`src/rtl/ubd_pkg.sv`:
```
// Package for the UART baud divisor calculator: widths, clock constants,
// prescaler shift tables, pipeline payload types and the register block.
// No dependencies; every other file imports it.
`timescale 1ns / 1ps
`default_nettype none

package ubd_pkg;

    // Field widths
    localparam int BAUD_W = 24;
    localparam int PCLK_W = 24;
    localparam int WORD_W = 16;
    localparam int ADDR_W = 5;
    localparam int DATA_W = 32;

    // Datapath widths: numerator 25 * pclk < 2^29, denominator 4 * baud < 2^26
    localparam int NUM_W   = 29;
    localparam int DEN_W   = 26;
    localparam int MANT0_W = 23;   // quotient / 100 < 2^23
    localparam int RMD_W   = 7;    // remainder mod 100
    localparam int V_W     = 11;   // rmd * scale + 50 <= 1634
    localparam int F_W     = 5;    // rounded fraction, up to a full unit of 16

    // Parameter defaults
    localparam int MANTISSA_BITS_DEF = 12;
    localparam int FRACTION_BITS_DEF = 4;

    // Clock sources
    localparam logic [1:0] CLK_SRC_HSI = 2'd0;
    localparam logic [1:0] CLK_SRC_HSE = 2'd1;
    localparam logic [PCLK_W-1:0] HSI_HZ = 24'd16000000;
    localparam logic [PCLK_W-1:0] HSE_HZ = 24'd8000000;

    // Register indexes (byte address is 4 * index)
    localparam logic [2:0] REG_CLOCK_SOURCE = 3'd0;
    localparam logic [2:0] REG_AHB_PRESCALE = 3'd1;
    localparam logic [2:0] REG_APB_SLOW     = 3'd2;
    localparam logic [2:0] REG_APB_FAST     = 3'd3;
    localparam logic [2:0] REG_OVERSAMPLE   = 3'd4;

    // Arithmetic constants
    localparam logic [NUM_W-1:0] PCLK_MUL  = 29'd25;
    localparam logic [NUM_W-1:0] PCT_DIV   = 29'd100;
    localparam logic [V_W-1:0]   HALF_PCT  = 11'd50;
    // floor(q / 100) == (q * RECIP100) >> 35, exact for q < 2^30
    localparam logic [NUM_W-1:0] RECIP100  = 29'd343597384;
    localparam int               RECIP_SH  = 35;
    // floor(v / 100) == (v * FRAC_RECIP) >> 18, exact for v < 4681
    localparam logic [11:0]      FRAC_RECIP = 12'd2622;
    localparam int               FRAC_SH    = 18;

    // Configuration registers
    typedef struct packed {
        logic [1:0] clock_source;
        logic [3:0] ahb_prescale_code;
        logic [2:0] apb_slow_prescale_code;
        logic [2:0] apb_fast_prescale_code;
        logic       oversample_by_eight;
    } t_cfg;

    // Front end to divider
    typedef struct packed {
        logic [NUM_W-1:0]  num;
        logic [DEN_W-1:0]  den;
        logic [PCLK_W-1:0] pclk;
        logic              over8;
        logic              zero;
    } t_front_pay;

    // One divider step
    typedef struct packed {
        logic [DEN_W-1:0]  rem;
        logic [NUM_W-1:0]  nq;    // numerator bits still to go, quotient bits shifted in
        logic [DEN_W-1:0]  den;
        logic [PCLK_W-1:0] pclk;
        logic              over8;
        logic              zero;
    } t_div_pay;

    // Divider to mantissa/fraction split
    typedef struct packed {
        logic [NUM_W-1:0]  quo;
        logic [PCLK_W-1:0] pclk;
        logic              over8;
        logic              zero;
    } t_quo_pay;

    // Result item
    typedef struct packed {
        logic [WORD_W-1:0] word;
        logic              ovf;
        logic [PCLK_W-1:0] pclk;
    } t_rsp_pay;

    // AHB prescaler code to right shift
    function automatic logic [3:0] ahb_shift(input logic [3:0] code);
        logic [3:0] sh;
        begin
            case (code)
                4'd8:    sh = 4'd1;
                4'd9:    sh = 4'd2;
                4'd10:   sh = 4'd3;
                4'd11:   sh = 4'd4;
                4'd12:   sh = 4'd6;
                4'd13:   sh = 4'd7;
                4'd14:   sh = 4'd8;
                4'd15:   sh = 4'd9;
                default: sh = 4'd0;
            endcase
            return sh;
        end
    endfunction

    // APB prescaler code to right shift
    function automatic logic [2:0] apb_shift(input logic [2:0] code);
        logic [2:0] sh;
        begin
            case (code)
                3'd4:    sh = 3'd1;
                3'd5:    sh = 3'd2;
                3'd6:    sh = 3'd3;
                3'd7:    sh = 3'd4;
                default: sh = 3'd0;
            endcase
            return sh;
        end
    endfunction

endpackage

`default_nettype wire

```
`src/rtl/ubd_div.sv`:
```
// Pipelined restoring divider: one quotient bit per register stage,
// NUM_W stages. Depends on ubd_pkg.
`timescale 1ns / 1ps
`default_nettype none

module ubd_div import ubd_pkg::*; (
    input  logic       i_clk,
    input  logic       i_rst_n,
    input  logic       i_en,
    input  logic       i_vld,
    input  t_front_pay i_pay,
    output logic       o_vld,
    output t_quo_pay   o_pay
);

    logic [NUM_W-1:0] r_vld;
    t_div_pay         r_st [NUM_W];
    t_div_pay         w_first;

    // Entry: zero remainder, whole numerator waiting
    always_comb begin
        w_first.rem   = '0;
        w_first.nq    = i_pay.num;
        w_first.den   = i_pay.den;
        w_first.pclk  = i_pay.pclk;
        w_first.over8 = i_pay.over8;
        w_first.zero  = i_pay.zero;
    end

    // Valid bits move with the data
    always_ff @(posedge i_clk) begin
        if (!i_rst_n) begin
            r_vld <= '0;
        end else if (i_en) begin
            r_vld <= {r_vld[NUM_W-2:0], i_vld};
        end
    end

    for (genvar s = 0; s < NUM_W; s++) begin : g_stage
        t_div_pay         w_cur;
        t_div_pay         n_st;
        logic [DEN_W:0]   trial;
        logic             ge;

        if (s == 0) begin : g_head
            assign w_cur = w_first;
        end else begin : g_body
            assign w_cur = r_st[s-1];
        end

        // Shift in next numerator bit, subtract if it fits
        always_comb begin
            trial    = {w_cur.rem, w_cur.nq[NUM_W-1]};
            ge       = (trial >= {1'b0, w_cur.den});
            n_st     = w_cur;
            n_st.rem = ge ? DEN_W'(trial - {1'b0, w_cur.den}) : DEN_W'(trial);
            n_st.nq  = {w_cur.nq[NUM_W-2:0], ge};
        end

        always_ff @(posedge i_clk) begin
            if (i_en) begin
                r_st[s] <= n_st;
            end
        end
    end

    assign o_vld       = r_vld[NUM_W-1];
    assign o_pay.quo   = r_st[NUM_W-1].nq;
    assign o_pay.pclk  = r_st[NUM_W-1].pclk;
    assign o_pay.over8 = r_st[NUM_W-1].over8;
    assign o_pay.zero  = r_st[NUM_W-1].zero;

endmodule

`default_nettype wire

```
`config.mk`:
```
export PLATFORM = sky130hd
export DESIGN_NAME = ubd_div
export DESIGN_NICKNAME = d
export VERILOG_FILES = /design/src/rtl/ubd_pkg.sv /design/src/rtl/ubd_div.sv
export SDC_FILE = /design/constraint.sdc
export NUM_CORES = 2
export LEC_CHECK = 0
export BUFFER_PORTS_ARGS = -buffer_cell sky130_fd_sc_hd__buf_2
export CAP_MARGIN = 10
export CORE_MARGIN = 1
export CORE_UTILIZATION = 70
export CTS_BUF_LIST = sky130_fd_sc_hd__clkbuf_4
export DETAILED_ROUTE_END_ITERATION = 8
export PLACE_DENSITY_LB_ADDON = 0.2
export SLEW_MARGIN = 20
export SYNTH_ARGS = -nofsm -noshare
export SYNTH_HDL_FRONTEND = slang
export SYNTH_SLANG_ARGS = --single-unit
```
`constraint.sdc`:
```
create_clock -name i_clk -period 8.8 [get_ports i_clk]
set_input_delay 1.76 -clock i_clk [delete_from_list [all_inputs] [get_ports i_clk]]
set_output_delay 1.76 -clock i_clk [all_outputs]
set_load 0.02 [all_outputs]
```
== Word-level counts from Yosys, hierarchy flattened ==
Memory sizes are Yosys's and may differ from the RTL's.
Index checks and enable logic that the tools add are counted.

* Register bits: 29
* Memory bits (writable): 3,103
* Memories: 1
* Word-level logic and storage cells: 91
* Bits of input ports: 85

* Order comparisons: 29
* Add/subtract/negate cells: 29
* Muxes and demuxes: 31

{| class="wikitable"
|+ Memories
! name !! depth !! width !! read ports !! clocked after Yosys merged registers in !! wr ports !! line !! source
|-
| r_st || 29 || 107 || 29 || 0 || 29 || ubd_div.sv:17 || <nowiki>t_div_pay r_st [NUM_W];</nowiki>
|}

{| class="wikitable"
|+ Operators with widths
! operator !! count
|-
| 27-bit by 26-bit >= comparator with 1-bit output || 28
|-
| 26-bit 2-to-1 mux || 29
|-
| 26-bit subtractor || 28
|-
| 1-bit by 26-bit >= comparator with 1-bit output || 1
|-
| 1-bit by 26-bit subtractor with 26-bit output || 1
|-
| 1-bit 2-to-1 mux || 2
|}

== Logic depth before layout (Yosys ltp) ==
An unclocked memory read counts as a cell.

* Word-level depth: 3
* Depth in mapped cells: 15
* Gate-level depth less buffers: 14

== Worst setup path before layout ==
Ideal clock, no wire load.

* Path type: input-to-reg
* From: input i_pay[80] (netlist bit)
* To: memory r_st[0][100] (netlist bit), data pin
* Library setup time: 207 ps
* Cell stages on the path: 9
* Slack: 5,259 ps
* Path buffers: 2
* Arrival time: 3,334 ps
* Cells stage by stage: inv_1 > ha_1 > inv_1 > clkbuf_1 > ha_1 > a21oi_1 > nand4b_1 > clkbuf_1 > a2111oi_0

{| class="wikitable"
|+ RTL lines
! item !! line !! source
|-
| from (decl) || ubd_div.sv:11 || <nowiki>input t_front_pay i_pay,</nowiki>
|-
| to (decl) || ubd_div.sv:17 ||
|}

==> impl_results.md <==
* Worst-path clk slew at around 0.060 ns
* Final Setup Violations at 0
* Root Buffer: clkbuf_4
* Tightest Pin Transition at about 1.1 ns
* CTS tree: yes
* Outcome: finished clean
* Post-Syn Area per Cell at roughly 14 um^2
* Largest net degree at the start of global routing at around 190
* Commonest cells after routing, fill and taps aside: edfxtp_1, clkbuf_4, inv_1, a21oi_1, ha_1
* DRT Pass-1 Iters at 6
* Fmax at ~230 MHz
* Hold-fix buffers, CTS at 0
* Fin crit period at roughly 4.4 ns
* Die width at 446.0 um
* Final hold vios at 0
* Antenna violations before repair at 7
* Post-Syn Area at approximately 140000 um^2
* Design area at 151400 um^2
* # port buffers at 140
* EDFF count, synth at roughly 3100
* Vias post-DR at a little over 80000
* # rows at 162
* Area growth, synth to finish at 9.723%
* Drt wl/cell at between 20 and 25 um
* Crit share post-route at 50.19%
* Worst Path Arrival at between 5 and 6 ns
* Antenna-violating nets left at 0
* Seq cells post-synth at about 3100
* Clock Skew at roughly 0.12 ns
* First-pass GRT wire length at 446.1 mm
* Mapped Cells at 10010
* Core Util, Final at 77.51%
* Worst vdd ir at around 230 uV
* Syn_nets at between 10000 and 15000
* Vias in the first global route at 82840
* Worst min-delay path class: flop to flop
* Skew-Pair Late Insertion Delay at 1.45 ns
* # fillers at 11560
* Main flop type after synthesis: edfxtp_1
* Final TNS setup at 0 ns
* I/O Pins at 141
* CORE AREA at 195400 um^2
* RSZ-0062 raised after global routing: no
* DP Area at between 100000 and 150000 um^2
* R2r setup slk at roughly 4.4 ns
* Die area at 199000 um^2
* Ratio of cells with drive above 1 in the final layout at 14.85%
* Leak at around 60 nW
* CP Class: flop to flop
* Die Span Y at approximately 450 um
* Synth area leaders: edfxtp_1, ha_1, a21oi_1
* Crit. Startpoint: r_st[0][1364]$_DFFE_PP_
* Hold_sp: r_st[1][659]$_DFFE_PP_
* Yosys top cell area share at 66.38%
* PD cells at approximately 340 nW/um^2
* Bufs on Longest Clock Path at 4
* Largest area contributor in the netlist: edfxtp_1
* Setup crit end kind: flop
* Most common cell after layout, fill and taps aside: edfxtp_1
* Post-DP HPWL at 199.3 mm
* Synth unique cells at between 90 and 100
* GRT Total Usage at 28.96%
* Initial Util at a little over 70%
* Total Wirelength at 289.0 mm
* MaxCap Viol Count at 0
* Setup Fix Bufs, Post-CTS at 0
* # DRC at 0
* Worst endpoint required time at 9.87 ns
* Total congestion overflow at 0
* H-tree levels at 6
* CP max FO at 3
* Synth warnings at 0
* Final Max Tran Viols at 0
* Starting DRT DRC Count at 7811
* Num CTS Buffers at roughly 750
* Via/cell ratio at 5.959
* CTS sink cnt at between 3000 and 4000
* Slew headroom at about a quarter
* Final Wtd Congestion at around 0.96
* Net count, final at between 10000 and 15000
* FF-to-FF Start: r_st[0][1364]$_DFFE_PP_
* Ys async rst share at 0%
* Post-CTS Resized at 0
* Startpoint Class: flop
* Post-synthesis sequential area ratio at roughly two thirds
-- registers in the layout (all words and copies together), names as in the netlist --
signal and flops:
r_st 3051, r_vld 29
-- power breakdown --
group | internal (mW) | leakage (nW) | switching [mW]
logic | 8.11 | 24.3 | 10.9
registers | 19.9 | 30.0 | 1.75
clock network | 6.06 | 5.58 | 5.57
total | 34.0 | 59.9 | 18.2
-- cell type report --
type | count | area, um^2 | area share (%)
tap | 2624 | 3283 | 2.168
multi-input combinational | 5808 | 41680 | 27.52
timing repair buffer | 200 | 1381 | 0.9121
inverter | 930 | 3491 | 2.305
antenna | 14 | 35.03 | 0.02313
clock inverter | 212 | 1345 | 0.8881
clock buffer | 1069 | 8025 | 5.299
sequential | 3080 | 92200 | 60.88
-- stage by stage --
stage	power (mW)	std cells	hold slack, ns	worst slack, ns
after floorplan	35.14	10010	0.4003	5.259
after global placement	39.59	12640	0.4002	4.261
after detailed placement	40.25	12640	0.4045	4.100
after CTS	52.17	13920	0.3059	4.455
after global routing	55.23	13930	0.3105	4.232
final	52.19	13940	0.3487	4.383
-- routing by layer --
metal | part of all wire, % | GRT usage, %
met5 | 0 | 0
met1 | 40 | 37.03
met2 | 48 | 47.53
met3 | 6.6 | 5.414
met4 | 5.0 | 14.96
-- cells in the mapped netlist (all sizes together), types with 69 or more instances --
cell    count
clkbuf    155
o21ai     482
mux2      283
xor2      247
o21bai     93
nand2b     79
nand4     102
edfxtp   3051
nor2      542
nor3       98
ha        730
nor2b     130
nand2     527
nand3     142
xnor2     352
o21a       69
a21oi     807
inv       930
a21o      355
-- final timing paths --
path	endpoint	cells past startpoint
setup / recovery	r_st[0][1494]$_DFFE_PP_	14
hold / removal	r_st[1][766]$_DFFE_PP_	0
setup reg to reg	r_st[0][1494]$_DFFE_PP_	14
hold reg to reg	r_st[1][766]$_DFFE_PP_	0
-- kinds of logic (layout without fill, tap and decap cells) --
kind of cell	Yosys count	count (layout)	share of synthesized area, %
AND/OR/NAND/NOR	1889	1889	6.544
XOR/XNOR	599	599	3.801
multiplexers	336	336	2.742
adder cells (fa/ha/maj)	757	757	7.009
other	0	14	0
flip-flops	3080	3080	66.80
AO/OA/AOI/OAI	2227	2227	10.01
buffers and inverters	1122	2411	3.093
-- critical path, cell delays in order (launching register included) --
cell and delay [ns]:
edfxtp_1 0.36, inv_1 0.11, ha_1 0.20, inv_1 0.07
fa_1 0.40, a21o_1 0.20, a21oi_1 0.27, o21ai_0 0.16
nor3b_1 0.17, a2111oi_0 0.69, o31ai_1 0.32, a2111oi_0 0.60
o21bai_1 0.13, xor2_1 0.16, mux2_2 0.26
No activity file was read; power rests on OpenSTA's default activity.
