**src/rtl/ubd_pkg.sv**
```systemverilog
// Package for the UART baud divisor calculator: widths, clock constants,
// prescaler shift tables, pipeline payload types and the register block.
// No dependencies; every other file imports it.
`timescale 1ns / 1ps
`default_nettype none

package ubd_pkg;

    // Field widths
    localparam int BAUD_W = 24;
    localparam int PCLK_W = 24;
    localparam int WORD_W = 16;
    localparam int ADDR_W = 5;
    localparam int DATA_W = 32;

    // Datapath widths: numerator 25 * pclk < 2^29, denominator 4 * baud < 2^26
    localparam int NUM_W   = 29;
    localparam int DEN_W   = 26;
    localparam int MANT0_W = 23;   // quotient / 100 < 2^23
    localparam int RMD_W   = 7;    // remainder mod 100
    localparam int V_W     = 11;   // rmd * scale + 50 <= 1634
    localparam int F_W     = 5;    // rounded fraction, up to a full unit of 16

    // Parameter defaults
    localparam int MANTISSA_BITS_DEF = 12;
    localparam int FRACTION_BITS_DEF = 4;

    // Clock sources
    localparam logic [1:0] CLK_SRC_HSI = 2'd0;
    localparam logic [1:0] CLK_SRC_HSE = 2'd1;
    localparam logic [PCLK_W-1:0] HSI_HZ = 24'd16000000;
    localparam logic [PCLK_W-1:0] HSE_HZ = 24'd8000000;

    // Register indexes (byte address is 4 * index)
    localparam logic [2:0] REG_CLOCK_SOURCE = 3'd0;
    localparam logic [2:0] REG_AHB_PRESCALE = 3'd1;
    localparam logic [2:0] REG_APB_SLOW     = 3'd2;
    localparam logic [2:0] REG_APB_FAST     = 3'd3;
    localparam logic [2:0] REG_OVERSAMPLE   = 3'd4;

    // Arithmetic constants
    localparam logic [NUM_W-1:0] PCLK_MUL  = 29'd25;
    localparam logic [NUM_W-1:0] PCT_DIV   = 29'd100;
    localparam logic [V_W-1:0]   HALF_PCT  = 11'd50;
    // floor(q / 100) == (q * RECIP100) >> 35, exact for q < 2^30
    localparam logic [NUM_W-1:0] RECIP100  = 29'd343597384;
    localparam int               RECIP_SH  = 35;
    // floor(v / 100) == (v * FRAC_RECIP) >> 18, exact for v < 4681
    localparam logic [11:0]      FRAC_RECIP = 12'd2622;
    localparam int               FRAC_SH    = 18;

    // Configuration registers
    typedef struct packed {
        logic [1:0] clock_source;
        logic [3:0] ahb_prescale_code;
        logic [2:0] apb_slow_prescale_code;
        logic [2:0] apb_fast_prescale_code;
        logic       oversample_by_eight;
    } t_cfg;

    // Front end to divider
    typedef struct packed {
        logic [NUM_W-1:0]  num;
        logic [DEN_W-1:0]  den;
        logic [PCLK_W-1:0] pclk;
        logic              over8;
        logic              zero;
    } t_front_pay;

    // One divider step
    typedef struct packed {
        logic [DEN_W-1:0]  rem;
        logic [NUM_W-1:0]  nq;    // numerator bits still to go, quotient bits shifted in
        logic [DEN_W-1:0]  den;
        logic [PCLK_W-1:0] pclk;
        logic              over8;
        logic              zero;
    } t_div_pay;

    // Divider to mantissa/fraction split
    typedef struct packed {
        logic [NUM_W-1:0]  quo;
        logic [PCLK_W-1:0] pclk;
        logic              over8;
        logic              zero;
    } t_quo_pay;

    // Result item
    typedef struct packed {
        logic [WORD_W-1:0] word;
        logic              ovf;
        logic [PCLK_W-1:0] pclk;
    } t_rsp_pay;

    // AHB prescaler code to right shift
    function automatic logic [3:0] ahb_shift(input logic [3:0] code);
        logic [3:0] sh;
        begin
            case (code)
                4'd8:    sh = 4'd1;
                4'd9:    sh = 4'd2;
                4'd10:   sh = 4'd3;
                4'd11:   sh = 4'd4;
                4'd12:   sh = 4'd6;
                4'd13:   sh = 4'd7;
                4'd14:   sh = 4'd8;
                4'd15:   sh = 4'd9;
                default: sh = 4'd0;
            endcase
            return sh;
        end
    endfunction

    // APB prescaler code to right shift
    function automatic logic [2:0] apb_shift(input logic [2:0] code);
        logic [2:0] sh;
        begin
            case (code)
                3'd4:    sh = 3'd1;
                3'd5:    sh = 3'd2;
                3'd6:    sh = 3'd3;
                3'd7:    sh = 3'd4;
                default: sh = 3'd0;
            endcase
            return sh;
        end
    endfunction

endpackage

`default_nettype wire

```
**src/rtl/ubd_skid.sv**
```systemverilog
// Output register with a skid entry; its registered enable stalls the
// whole pipeline only when both entries are full. Depends on ubd_pkg.
`timescale 1ns / 1ps
`default_nettype none

module ubd_skid import ubd_pkg::*; (
    input  logic     i_clk,
    input  logic     i_rst_n,
    input  logic     i_vld,
    input  t_rsp_pay i_pay,
    input  logic     i_ready,
    output logic     o_en,
    output logic     o_vld,
    output t_rsp_pay o_pay
);

    logic     r_out_vld;
    logic     r_skid_vld;
    t_rsp_pay r_out;
    t_rsp_pay r_skid;
    logic     push;
    logic     take;

    assign o_en  = !r_skid_vld;
    assign push  = o_en && i_vld;
    assign take  = r_out_vld && i_ready;

    // Control: a push only happens with the skid entry empty
    always_ff @(posedge i_clk) begin
        if (!i_rst_n) begin
            r_out_vld  <= 1'b0;
            r_skid_vld <= 1'b0;
        end else begin
            if (push) begin
                if (!r_out_vld || take) begin
                    r_out_vld <= 1'b1;
                end else begin
                    r_skid_vld <= 1'b1;
                end
            end else if (take) begin
                if (r_skid_vld) begin
                    r_skid_vld <= 1'b0;
                end else begin
                    r_out_vld <= 1'b0;
                end
            end
        end
    end

    // Payload
    always_ff @(posedge i_clk) begin
        if (push) begin
            if (!r_out_vld || take) begin
                r_out <= i_pay;
            end else begin
                r_skid <= i_pay;
            end
        end else if (take && r_skid_vld) begin
            r_out <= r_skid;
        end
    end

    assign o_vld = r_out_vld;
    assign o_pay = r_out;

endmodule

`default_nettype wire

```
**config.mk**
```make
export PLATFORM = sky130hd
export DESIGN_NAME = ubd_skid
export DESIGN_NICKNAME = d
export VERILOG_FILES = /design/src/rtl/ubd_pkg.sv /design/src/rtl/ubd_skid.sv
export SDC_FILE = /design/constraint.sdc
export NUM_CORES = 1
export LEC_CHECK = 0
export BUFFER_PORTS_ARGS = -buffer_cell sky130_fd_sc_hd__buf_2
export CAP_MARGIN = 0
export CORE_ASPECT_RATIO = 0.7
export CORE_MARGIN = 5
export CORE_UTILIZATION = 27
export CTS_BUF_LIST = sky130_fd_sc_hd__clkbuf_4
export CTS_CLUSTER_DIAMETER = 50
export DETAILED_ROUTE_END_ITERATION = 6
export HOLD_SLACK_MARGIN = 0.06
export MAX_ROUTING_LAYER = met4
export PLACE_DENSITY = 0.54
export SLEW_MARGIN = 0
export SYNTH_ARGS = -nofsm -noshare
export SYNTH_HDL_FRONTEND = slang
export SYNTH_SLANG_ARGS = --single-unit
```
**constraint.sdc**
```tcl
create_clock -name i_clk -period 5.9 [get_ports i_clk]
set_input_delay 0.885 -clock i_clk [delete_from_list [all_inputs] [get_ports i_clk]]
set_output_delay 0.885 -clock i_clk [all_outputs]
set_load 0.005 [all_outputs]
```
Word-level counts from Yosys, hierarchy flattened --
Index checks and enable logic that the tools add are counted.
Cells by class: reductions and logical operators 12, bitwise operators 1, equality and inequality tests 3, multiplexer cells 10
Operator list (number):
- $mux W41 | 3
- $mux W1 | 7
- $reduce_and A2 Y1 | 3
- $ne A2 B1 Y1 const B | 2
- $reduce_bool A2 Y1 | 2
- $logic_and A1 B1 Y1 | 3
- $reduce_and A3 Y1 | 1
- $logic_not A1 Y1 | 2
- $ne A2 B2 Y1 const B | 1
- $logic_or A1 B1 Y1 | 1
- $not A1 Y1 | 1
Storage, ports and cells: bits of input ports 45, output and inout bits 43, word-level logic and storage cells 34, flip-flop bits (word level) 84

Longest topological paths before layout --
depth in word-level cells 4, depth in mapped cells 4, mapped depth without buffers 2

Worst setup path after synthesis --
OpenSTA, ideal clock, no wires.
path type input port to flip-flop, start point in i_vld, end point reg r_skid[0] in the netlist's numbering (enable), setup slack 1.155 ns, path buffers 2, cell stages on the path 4, data required time 5.401 ns, arrival 4.245 ns, setup time 0.499 ns, cells stage by stage nand2b_4 -> buf_6 -> buf_12 -> nor3b_1
On the way: word-level cells in the longest chain between the ends 2
RTL lines:
- start, declared | line ubd_skid.sv:9 | input logic i_vld,
- $logic_and A1 B1 Y1 | line ubd_skid.sv:25 | assign push = o_en && i_vld;
- $reduce_and A2 Y1 (no line)
- end signal, assigned | line ubd_skid.sv:56 | r_skid <= i_pay;
- end, declared | line ubd_skid.sv:20 | t_rsp_pay r_skid;
No other way between the ends. A chain may end at the register's enable or synchronous reset.

Final worst setup path --
start point in i_vld, end point reg r_skid[22] in the netlist's numbering (enable)
The elaborated chain is that of the path after synthesis.

==> results.sh <==
export IMPL_cts_tree="done"
export IMPL_post_cts_resized=0
export IMPL_numCtsBuffers=9
export IMPL_cts_setup_buffers=0
export IMPL_worstSetupPathType="in2reg"
export IMPL_hpwl_mm=3.73
export IMPL_grt_use_total=0.0813
export IMPL_syn_num_nets=187
export IMPL_drtIter0Drc=32
export IMPL_final_cell_area_mm2=0.00392
export IMPL_hold_depth=2
export IMPL_nets=281
export IMPL_critPathMaxFanout=43
export IMPL_slowest_stage="buf_4"
export IMPL_maxSlewHeadroom=0.341
export IMPL_power_switching_mw=0.244
export IMPL_power_leakage_nw=1.55
export IMPL_p_int_mw=0.850
export IMPL_start_util=0.277
export IMPL_drt_pre_antenna_iters=4
export IMPL_period_share=0.370
export IMPL_ys_ff_latch=84
export IMPL_n_antenna_cell=0
export IMPL_num_io_pins=88
export IMPL_holdBufCountCts=0
export IMPL_hold_class="reg2reg"
export IMPL_placed_cells=382
export IMPL_worst_r2r_cell_count=3
export IMPL_ant_nets=0
export IMPL_synthDistinctLibCells=17
export IMPL_drc=0
export IMPL_hold_start="o_vld"
export IMPL_synth_cells=142
export IMPL_path_depth=4
export IMPL_synth_area_per_cell_um2=23.1
export IMPL_htreeDepth=3
export IMPL_vias=1513
export IMPL_finalSetupViolCount=0
export IMPL_synth_yosys_seq_area_share=0.764
export IMPL_pwr_share_clk=0.238
export IMPL_critPathBufInv=2
export IMPL_synth_area_mm2=0.00328
export IMPL_ys_warn_count=0
export IMPL_timing_fmax_mhz=459
export IMPL_syn_to_final_growth_pct=19.7
export IMPL_tightest_slew_ps=989
export IMPL_start_kind="input pin"
export IMPL_clk_pin_slew_ps=120
export IMPL_cts_buffer_depth=2
export IMPL_portBuffers=87
export IMPL_max_vdd_ir_drop_mv=0.130
export IMPL_num_rows=33
export IMPL_powerDensity_mw_per_mm2=279
export IMPL_ff2ff_setup_slack_ps=3840
export IMPL_wirelength_mm=5.51
export IMPL_antenna_found_initial=0
export IMPL_core_mm2=0.0118
export IMPL_end_kind="flop"
export IMPL_crit_family="simple AND/OR/NAND/NOR gates"
export IMPL_grt_pass1_wl_mm=8.42
export IMPL_clock_latency_ps=410
export IMPL_gp_congestion=0.631
export IMPL_pwr_share_comb=0.112
export IMPL_required_ps=5960
export IMPL_switching_share=0.223
export IMPL_slew_violations=0
export IMPL_cts_root_buffer_cell="clkbuf_4"
export IMPL_cts_sinks=84
export IMPL_fin_cells=396
export IMPL_finClkSkew_ps=7.81
export IMPL_worstReg2RegEnd="r_skid[22]"
export IMPL_outcome="complete, no violations"
export IMPL_overflow=0
export IMPL_drv_cap=0
export IMPL_fin_util=0.332
export IMPL_grt_max_degree=44
export IMPL_dieHeight_um=102
export IMPL_fin_crit_ps=2180
export IMPL_crit_arrival_ps=2240
export IMPL_fp_dieArea_mm2=0.0145
export IMPL_wire_per_inst_um=13.9
export IMPL_via_per_inst=3.82
export IMPL_hold_violations=0
export IMPL_first_global_vias=1623
export IMPL_dpl_instance_area_mm2=0.00383
export IMPL_die_w_um=142
export IMPL_min_to="o_vld"
export IMPL_crit_chain="buf_2 -> nand2b_4 -> nor3b_2 -> buf_4"
export IMPL_drive_gt1_frac=0.611
export IMPL_slowest_delay_ps=500
export IMPL_p_seq_frac=0.650
export IMPL_grt_setup_unrepaired="no"
export IMPL_reg2reg_from="r_skid_vld"
export IMPL_setup_tns_ps=0
==> registers in the layout (all words and copies together) (netlist names) <==
signal,count
o_pay,41
o_vld,1
r_skid,41
r_skid_vld,1
==> metal layers <==
layer,share of wire,vias up,track usage
li1,-,741,-
met1,0.46,706,0.0983
met2,0.44,59,0.116
met3,0.081,7,0.0430
met4,0.015,0,0.0288
met5,0,-,-
==> per-stage QoR <==
stage               power (mW)  worst slack [ps]  hold WS [ps]
detailed placement       0.853              3200           514
floorplan                0.801              1160           493
global route              1.16              3640           561
CTS                       1.12              3670           532
finish                    1.09              3720           533
global placement         0.850              3270           495
==> worst register-to-register path, cell delays in order (launching register included) <==
cell      delay, ps
dfxtp_1         370
nand2b_4        530
nor3b_2         290
buf_4           500
==> Yosys cell counts (all sizes together) <==
cell    number  share of area
nor2         1         0.0011
buf          5          0.028
o22a         1         0.0031
and2b        1         0.0027
nor3b        1         0.0023
inv          2         0.0023
mux2        41           0.18
a21oi        1         0.0015
nand2        1         0.0011
and2         1         0.0019
edfxtp      82           0.75
dfxtp        2          0.012
o22ai        1         0.0019
nand2b       1         0.0042
nor3         1         0.0015
==> final cells by class <==
type,count,area (um^2)
Clock buffer,10,75.1
Clock inverter,4,18.8
Fill cell,1200,7890
Inverter,2,7.51
Multi-Input combinational cell,51,679
Sequential cell,84,2500
Tap cell,157,196
Timing Repair Buffer,88,443
==> kinds of logic (layout without fill, tap and decap cells) <==
| logic type | count (synthesis) | count (layout) | share of synthesized area |
|---|---|---|---|
| DFF | 84 | 84 | 0.764 |
| AOI/OAI and AO/OA | 3 | 3 | 0.00649 |
| and+or+nand+nor | 7 | 7 | 0.0149 |
| buffers and inverters | 7 | 104 | 0.0302 |
| muxes | 41 | 41 | 0.184 |
==> power groups by stage <==
stage / combinational (mW) / clock, mW / sequential, mW
final: 0.123 / 0.261 / 0.711
after floorplan: 0.0727 / 0 / 0.728
after detailed placement: 0.128 / 0 / 0.725
after global placement: 0.125 / 0 / 0.725
after CTS: 0.128 / 0.280 / 0.712
after global routing: 0.134 / 0.309 / 0.715
==> worst max-delay path by stage <==
stage / start / endpoint / slack (ps)
after floorplan: i_vld / r_skid[0] / 1160
after global placement: i_vld / r_skid[7] / 3270
after detailed placement: i_vld / r_skid[12] / 3200
after CTS: i_vld / r_skid[38] / 3670
after global routing: i_vld / r_skid[38] / 3640
final: i_vld / r_skid[22] / 3720
==> cells in the final DEF, fill, tap and decap left out, types with 2 or more instances in the layout <==
cell type,netlist,final
mux2_2,3,3
inv_1,2,2
buf_2,0,87
dfxtp_1,2,2
edfxtp_1,82,82
mux2_4,38,38
clkbuf_4,0,10
clkinv_2,0,3
Power figures use the tool's default switching activity.
