--- src/rtl/ubd_pkg.sv ---
// Package for the UART baud divisor calculator: widths, clock constants,
// prescaler shift tables, pipeline payload types and the register block.
// No dependencies; every other file imports it.
`timescale 1ns / 1ps
`default_nettype none

package ubd_pkg;

    // Field widths
    localparam int BAUD_W = 24;
    localparam int PCLK_W = 24;
    localparam int WORD_W = 16;
    localparam int ADDR_W = 5;
    localparam int DATA_W = 32;

    // Datapath widths: numerator 25 * pclk < 2^29, denominator 4 * baud < 2^26
    localparam int NUM_W   = 29;
    localparam int DEN_W   = 26;
    localparam int MANT0_W = 23;   // quotient / 100 < 2^23
    localparam int RMD_W   = 7;    // remainder mod 100
    localparam int V_W     = 11;   // rmd * scale + 50 <= 1634
    localparam int F_W     = 5;    // rounded fraction, up to a full unit of 16

    // Parameter defaults
    localparam int MANTISSA_BITS_DEF = 12;
    localparam int FRACTION_BITS_DEF = 4;

    // Clock sources
    localparam logic [1:0] CLK_SRC_HSI = 2'd0;
    localparam logic [1:0] CLK_SRC_HSE = 2'd1;
    localparam logic [PCLK_W-1:0] HSI_HZ = 24'd16000000;
    localparam logic [PCLK_W-1:0] HSE_HZ = 24'd8000000;

    // Register indexes (byte address is 4 * index)
    localparam logic [2:0] REG_CLOCK_SOURCE = 3'd0;
    localparam logic [2:0] REG_AHB_PRESCALE = 3'd1;
    localparam logic [2:0] REG_APB_SLOW     = 3'd2;
    localparam logic [2:0] REG_APB_FAST     = 3'd3;
    localparam logic [2:0] REG_OVERSAMPLE   = 3'd4;

    // Arithmetic constants
    localparam logic [NUM_W-1:0] PCLK_MUL  = 29'd25;
    localparam logic [NUM_W-1:0] PCT_DIV   = 29'd100;
    localparam logic [V_W-1:0]   HALF_PCT  = 11'd50;
    // floor(q / 100) == (q * RECIP100) >> 35, exact for q < 2^30
    localparam logic [NUM_W-1:0] RECIP100  = 29'd343597384;
    localparam int               RECIP_SH  = 35;
    // floor(v / 100) == (v * FRAC_RECIP) >> 18, exact for v < 4681
    localparam logic [11:0]      FRAC_RECIP = 12'd2622;
    localparam int               FRAC_SH    = 18;

    // Configuration registers
    typedef struct packed {
        logic [1:0] clock_source;
        logic [3:0] ahb_prescale_code;
        logic [2:0] apb_slow_prescale_code;
        logic [2:0] apb_fast_prescale_code;
        logic       oversample_by_eight;
    } t_cfg;

    // Front end to divider
    typedef struct packed {
        logic [NUM_W-1:0]  num;
        logic [DEN_W-1:0]  den;
        logic [PCLK_W-1:0] pclk;
        logic              over8;
        logic              zero;
    } t_front_pay;

    // One divider step
    typedef struct packed {
        logic [DEN_W-1:0]  rem;
        logic [NUM_W-1:0]  nq;    // numerator bits still to go, quotient bits shifted in
        logic [DEN_W-1:0]  den;
        logic [PCLK_W-1:0] pclk;
        logic              over8;
        logic              zero;
    } t_div_pay;

    // Divider to mantissa/fraction split
    typedef struct packed {
        logic [NUM_W-1:0]  quo;
        logic [PCLK_W-1:0] pclk;
        logic              over8;
        logic              zero;
    } t_quo_pay;

    // Result item
    typedef struct packed {
        logic [WORD_W-1:0] word;
        logic              ovf;
        logic [PCLK_W-1:0] pclk;
    } t_rsp_pay;

    // AHB prescaler code to right shift
    function automatic logic [3:0] ahb_shift(input logic [3:0] code);
        logic [3:0] sh;
        begin
            case (code)
                4'd8:    sh = 4'd1;
                4'd9:    sh = 4'd2;
                4'd10:   sh = 4'd3;
                4'd11:   sh = 4'd4;
                4'd12:   sh = 4'd6;
                4'd13:   sh = 4'd7;
                4'd14:   sh = 4'd8;
                4'd15:   sh = 4'd9;
                default: sh = 4'd0;
            endcase
            return sh;
        end
    endfunction

    // APB prescaler code to right shift
    function automatic logic [2:0] apb_shift(input logic [2:0] code);
        logic [2:0] sh;
        begin
            case (code)
                3'd4:    sh = 3'd1;
                3'd5:    sh = 3'd2;
                3'd6:    sh = 3'd3;
                3'd7:    sh = 3'd4;
                default: sh = 3'd0;
            endcase
            return sh;
        end
    endfunction

endpackage

`default_nettype wire

--- src/rtl/ubd_front.sv ---
// Front end: bus clock from source and prescalers, then numerator 25 * pclk
// and denominator 2 or 4 * baud. Two register stages. Depends on ubd_pkg.
`timescale 1ns / 1ps
`default_nettype none

module ubd_front import ubd_pkg::*; (
    input  logic              i_clk,
    input  logic              i_rst_n,
    input  logic              i_en,
    input  t_cfg              i_cfg,
    input  logic              i_vld,
    input  logic [BAUD_W-1:0] i_baud,
    input  logic              i_fast,
    output logic              o_vld,
    output t_front_pay        o_pay
);

    logic [PCLK_W-1:0] sys_hz;
    logic [2:0]        apb_code;
    logic [PCLK_W-1:0] n_a_pclk;

    logic              r_a_vld;
    logic [PCLK_W-1:0] r_a_pclk;
    logic [BAUD_W-1:0] r_a_baud;
    logic              r_a_over8;
    logic              r_a_zero;

    logic              r_b_vld;
    t_front_pay        r_b_pay;
    t_front_pay        n_b_pay;

    // Stage A: system clock through AHB and APB prescalers
    always_comb begin
        case (i_cfg.clock_source)
            CLK_SRC_HSI: sys_hz = HSI_HZ;
            CLK_SRC_HSE: sys_hz = HSE_HZ;
            default:     sys_hz = '0;
        endcase
        apb_code = i_fast ? i_cfg.apb_fast_prescale_code : i_cfg.apb_slow_prescale_code;
        n_a_pclk = (sys_hz >> ahb_shift(i_cfg.ahb_prescale_code)) >> apb_shift(apb_code);
    end

    always_ff @(posedge i_clk) begin
        if (!i_rst_n) begin
            r_a_vld <= 1'b0;
        end else if (i_en) begin
            r_a_vld <= i_vld;
        end
    end

    always_ff @(posedge i_clk) begin
        if (i_en) begin
            r_a_pclk  <= n_a_pclk;
            r_a_baud  <= i_baud;
            r_a_over8 <= i_cfg.oversample_by_eight;
            r_a_zero  <= (i_baud == '0);
        end
    end

    // Stage B: divide operands
    always_comb begin
        n_b_pay.num   = NUM_W'(r_a_pclk) * PCLK_MUL;
        n_b_pay.den   = r_a_over8 ? (DEN_W'(r_a_baud) << 1) : (DEN_W'(r_a_baud) << 2);
        n_b_pay.pclk  = r_a_pclk;
        n_b_pay.over8 = r_a_over8;
        n_b_pay.zero  = r_a_zero;
    end

    always_ff @(posedge i_clk) begin
        if (!i_rst_n) begin
            r_b_vld <= 1'b0;
        end else if (i_en) begin
            r_b_vld <= r_a_vld;
        end
    end

    always_ff @(posedge i_clk) begin
        if (i_en) begin
            r_b_pay <= n_b_pay;
        end
    end

    assign o_vld = r_b_vld;
    assign o_pay = r_b_pay;

endmodule

`default_nettype wire

--- config.mk ---
export PLATFORM = sky130hd
export DESIGN_NAME = ubd_front
export DESIGN_NICKNAME = d
export VERILOG_FILES = /design/src/rtl/ubd_pkg.sv /design/src/rtl/ubd_front.sv
export SDC_FILE = /design/constraint.sdc
export NUM_CORES = 1
export LEC_CHECK = 0
export ABC_CLOCK_PERIOD_IN_PS = 4220
export BUFFER_PORTS_ARGS = -buffer_cell sky130_fd_sc_hd__buf_2
export CAP_MARGIN = 10
export CORE_MARGIN = 1
export CORE_UTILIZATION = 58
export CTS_CLUSTER_DIAMETER = 150
export CTS_CLUSTER_SIZE = 14
export DETAILED_ROUTE_END_ITERATION = 16
export PLACE_DENSITY_LB_ADDON = 0.05
export SLEW_MARGIN = 15
export SYNTH_ARGS = -nofsm -noshare
export SYNTH_HDL_FRONTEND = slang
export SYNTH_SLANG_ARGS = --single-unit
--- constraint.sdc ---
create_clock -name i_clk -period 4.22 [get_ports i_clk]
set_input_delay 0.844 -clock i_clk [delete_from_list [all_inputs] [get_ports i_clk]]
set_output_delay 0.844 -clock i_clk [all_outputs]
set_load 0.05 [all_outputs]
[Yosys cells after proc, flatten, opt, wreduce, memory -nomap -nowiden]
Memories as Yosys holds them, arrays and structs flattened.
Index checks and enable logic that the tools add are counted.
Storage, ports and cells
  output and inout port bits: 82
  word-level logic and storage cells: 28
  register bits after elaboration: 133
  ROM bits: 64
  input port bits: 42
  memories kept: 1
Cells by class
  $mul: 1
  shifts and indexed selects: 2
  reductions and logical operators: 2
  mux-type cells: 4
  eq/ne operators: 5
Memory list
  (name not given): words 16, width 4, read ports 1, clocked after Yosys merged registers in 0, wr ports 0, RTL line ubd_pkg.sv:99  | case (code)
Operators with widths (number)
  case mux 24 bit (2 select lines): 1
  multiplier 24 x 5 -> 29 bit (second input constant): 1
  2-to-1 mux 25 bit: 1
  zero test 24 bit: 1
  >> shifter 24 x 3 -> 24 bit: 1
  >> shifter 24 x 4 -> 24 bit: 1
  == test 3 bit (second input constant): 4
  case mux 3 bit (4 select lines): 1
  2-to-1 mux 3 bit: 1
  == test 2 x 1 -> 1 bit (second input constant): 1
  zero test 2 bit: 1

[Logic depth before layout (Yosys ltp)]
  depth in word-level cells: 4
  mapped depth: 13
  gate-level depth less buffers: 13

[Least setup slack after synthesis]
Ideal clock, no wire load.
  kind: reg2reg
  from: register r_a_pclk[4]
  to: register r_b_pay, in the netlist o_pay[76] (data pin)
  slack: 0.691 ns
  buffers on the path: 0
  arrival time: 3.267 ns
  required time: 3.958 ns
  stages on the path, launching flop included: 12
  library setup time: 0.262 ns
  path through: edfxtp_1 > ha_1 > ha_1 > fa_1 > ha_1 > a211oi_1 > o22ai_1 > a211oi_2 > o21ai_1 > a31oi_1 > o21ai_1 > xor2_1
RTL lines
  from (decl): RTL line ubd_front.sv:23  | logic [PCLK_W-1:0] r_a_pclk;
  from (signal assigned): RTL line ubd_front.sv:53  | r_a_pclk <= n_a_pclk;
  to (signal assigned): RTL line ubd_front.sv:79  | r_b_pay <= n_b_pay;
  to (decl): RTL line ubd_front.sv:29  | t_front_pay r_b_pay;

==> metrics.txt <==
clock root buffer=sky130_fd_sc_hd__clkbuf_16; Core Box Area=between 0.01 and 0.015 sq mm; hold-critical path depth=0; number of synthesized flops with an enable pin=about 130; Maximum Capacitance Violations=0; utilization after layout=67.91%; worst slew margin relative to its limit=30.45%; count of buffers added by post-CTS timing repair for setup=0; worst-path maximum fanout=5; Fillers=1084; commonest register cell after synthesis=sky130_fd_sc_hd__edfxtp_1; sum of net half-perimeters after detailed placement=13610 um; class of the tightest hold or removal check=flop to flop; status=finished clean; CTS Buffer Depth=2; proportion of register bits with asynchronous set or reset after synthesis=0%; initial standard-cell utilization of the core=59.34%; Post-layout nets=approximately 1000; cts repair resizes=0; post-cts hold buffer count=0; instance count on the critical path=11; max-slew violation count=0; number of placed I/O pins=124; Critical Path End Type=flop; Static Leak=0.004156 uW; DRC Markers=0; via count of the first global-routing pass=6016; kind of start point of the critical path=flop; total power=5940 uW; RD Place Congestion=0.9549; Die ar.=0.01530 sq mm; worst clock skew=0.007284 ns; count of vias placed by the detailed router=6418; grt ovf=0; highest attainable clock frequency=247.1 MHz; post-synthesis instance total=771; cell type with the highest occurrence count on the critical path=sky130_fd_sc_hd__ha_1; sequential share of the synthesized area=44.85%; number of diodes=0; switching share of power=40.97%; post-synthesis cell type count=72; worst stage delay on the critical path=between 0.4 and 0.5 ns; power spent charging and discharging nets=2433 uW; overall routed net length=18460 um; shortest period the worst path allows=4.047 ns; Finish-stage setup viols=0; 1st-iter DRT viols=512; die height=123.7 um; post-synth design cell area=0.008592 sq mm; overall track demand over capacity in global routing=25.04%; Bufs and invs on worst path=0; area grow syn2layout=14.45%; slowest stage cell, crit path=sky130_fd_sc_hd__edfxtp_1; Required @ worst endpoint=4.39 ns; number of warnings reported in the yosys synthesis log=0; Clock transition at path regs=0.06 ns; global-route wire length before repair=29480 um; Inserted Clock Buffers=17; number of synthesized register bits=129; pin count of the biggest net entering global routing=slightly below 70; floorplan die width=123.7 um; cell chain of the critical path=ha_1, ha_1, fa_1, ha_1, a211oi_1, o22ai_1, a211oi_2, o21ai_1, a31oi_1, o21ai_1, xor2_1; fraction of layout instances using a drive strength above 1=approximately 23%; post-synthesis average cell area=11.14 sq um; Worst IR Drop VDD=just over 0.3 mV; vias per cell=5.965; share of power burned in registers=about 31%; Port Buffers=122; TritonCTS clock tree=done; Crit path max-delay family=compound AO/OA/AOI/OAI gates; number of clock sinks=129; Final TNS setup=0 ns; Tightest Pin Transition=1.043 ns; number of antenna violations at the first check in global routing=0; power density cells=between 600 and 700 mW/mm^2; first drt pass iteration count=5; Final period util=approximately 96%; Gate power share=45.5%; Internal=3506 uW; Detail Route Antenna Nets=0; clk_lat worst skew=roughly 0.42 ns; number of cells on the worst reg-to-reg path=11; synthesized netlist net count=~910; std cell rows=44; DR WL/cell=17.16 um; RSZ-0062 raised after global routing=no; kind of critical path=flop to flop; proportion of power drawn by the clock network=23.5%; total number of H-tree levels=4; Worst Hold Margin=0.4263 ns; Hold Vio Cnt, Final=0; arrival time of data at the critical path endpoint=4.22 ns
power by group through the flow:
stage / sequential (uW) / clock [uW] / combinational (uW)
after floorplan: 2430 / 0 / 1550
final: 1840 / 1400 / 2700
after global placement: 1860 / 0 / 2600
after global routing: 1870 / 1460 / 2970
after detailed placement: 1870 / 0 / 2650
after CTS: 1850 / 1410 / 2680
state kept, by name, summed over array words and instances, names as in the netlist:
name	flops
r_a_baud	24
o_vld	1
r_a_vld	1
r_a_pclk	24
r_a_zero	1
o_pay	77
r_a_over8	1
metrics by stage:
stage	instance area, sq um	setup WS, ns	std cells
3_5_place_dp	9273	0.2462	1044
6_report	9833	0.1732	1076
4_1_cts	9833	0.2075	1076
2_1_floorplan	8592	0.6907	771
3_3_place_gp	9273	0.4091	1044
5_1_grt	9833	0.01894	1076
metal layers:
metal	vias up	global-route usage [%]	part of all wire [%]
met4	0	8.886	2.0
met1	3032	31.61	43
met3	41	5.952	5.0
li1	3106	-	-
met2	239	41.88	50
met5	-	0	0
area by class of cell:
cell class | count | area (sq um) | area share [%]
multi-input combinational | 541 | 4282 | 43.54
sequential | 129 | 3854 | 39.19
timing repair buffer | 129 | 678.2 | 6.897
clock buffer | 19 | 432.9 | 4.403
tap | 184 | 230.2 | 2.341
inverter | 61 | 229.0 | 2.329
clock inverter | 13 | 127.6 | 1.298
worst paths after layout:
check | startpoint | to | slack (ns)
setup / recovery | r_a_pclk[4]$_DFFE_PP_ | o_pay[76]$_DFFE_PP_ | 0.17
hold / removal | r_a_zero$_DFFE_PP_ | o_pay[0]$_DFFE_PP_ | 0.43
setup reg to reg | r_a_pclk[4]$_DFFE_PP_ | o_pay[76]$_DFFE_PP_ | 0.17
hold reg to reg | r_a_zero$_DFFE_PP_ | o_pay[0]$_DFFE_PP_ | 0.43
kinds of logic after synthesis:
kind of cell	count (synthesis)	synth area share [%]
compound gates	190	15.32
xor+xnor	30	3.145
fa+ha+maj	96	15.64
buf+inv	101	5.373
flops	129	44.85
mux	39	4.937
other cells	1	0.04365
simple gates	185	10.69
synthesized netlist by cell type (all sizes together), types with 3 or more instances:
| library cell | count | share of area (%) |
|---|---|---|
| fa | 19 | 4.4 |
| and3 | 5 | 0.36 |
| xnor2 | 18 | 1.8 |
| mux2 | 27 | 3.5 |
| nor3 | 19 | 1.2 |
| or3b | 3 | 0.31 |
| a21oi | 43 | 2.5 |
| ha | 77 | 11 |
| a32oi | 5 | 0.51 |
| o211ai | 6 | 0.64 |
| nand2b | 8 | 0.58 |
| buf | 22 | 1.9 |
| nand3b | 8 | 0.70 |
| nor4 | 8 | 0.58 |
| nand2 | 47 | 2.1 |
| a22o | 3 | 0.31 |
| clkbuf | 18 | 0.79 |
| mux2i | 12 | 1.4 |
| inv | 60 | 2.6 |
| o22ai | 7 | 0.51 |
| nand4 | 3 | 0.22 |
| xor2 | 12 | 1.3 |
| nand3 | 14 | 0.82 |
| nor2 | 50 | 2.2 |
| nor2b | 8 | 0.58 |
| o31ai | 5 | 0.44 |
| a221o | 4 | 0.47 |
| edfxtp | 127 | 44 |
| a31oi | 8 | 0.66 |
| a221oi | 3 | 0.31 |
| o21ai | 37 | 2.2 |
| a21o | 12 | 1.0 |
| and2 | 5 | 0.36 |
| a211o | 3 | 0.31 |
| o21a | 5 | 0.44 |
| a211oi | 16 | 1.6 |
| o221ai | 5 | 0.51 |
| a22oi | 8 | 0.76 |
cells in the final DEF, fill, tap and decap left out, types with 10 or more instances in the layout:
cell and n:
sky130_fd_sc_hd__nand3_1 14, sky130_fd_sc_hd__xnor2_1 18, sky130_fd_sc_hd__nor3_1 18, sky130_fd_sc_hd__o21ai_1 10, sky130_fd_sc_hd__clkbuf_16 17, sky130_fd_sc_hd__o21ai_0 27, sky130_fd_sc_hd__a21oi_1 43, sky130_fd_sc_hd__inv_1 60
sky130_fd_sc_hd__edfxtp_1 127, sky130_fd_sc_hd__nor2_1 49, sky130_fd_sc_hd__ha_1 77, sky130_fd_sc_hd__mux2_2 27, sky130_fd_sc_hd__nand2_1 47, sky130_fd_sc_hd__a21o_1 12, sky130_fd_sc_hd__fa_1 19, sky130_fd_sc_hd__mux2i_1 12
sky130_fd_sc_hd__xor2_1 11, sky130_fd_sc_hd__buf_2 121, sky130_fd_sc_hd__a211oi_1 12
No activity file was read; power rests on OpenSTA's default activity.
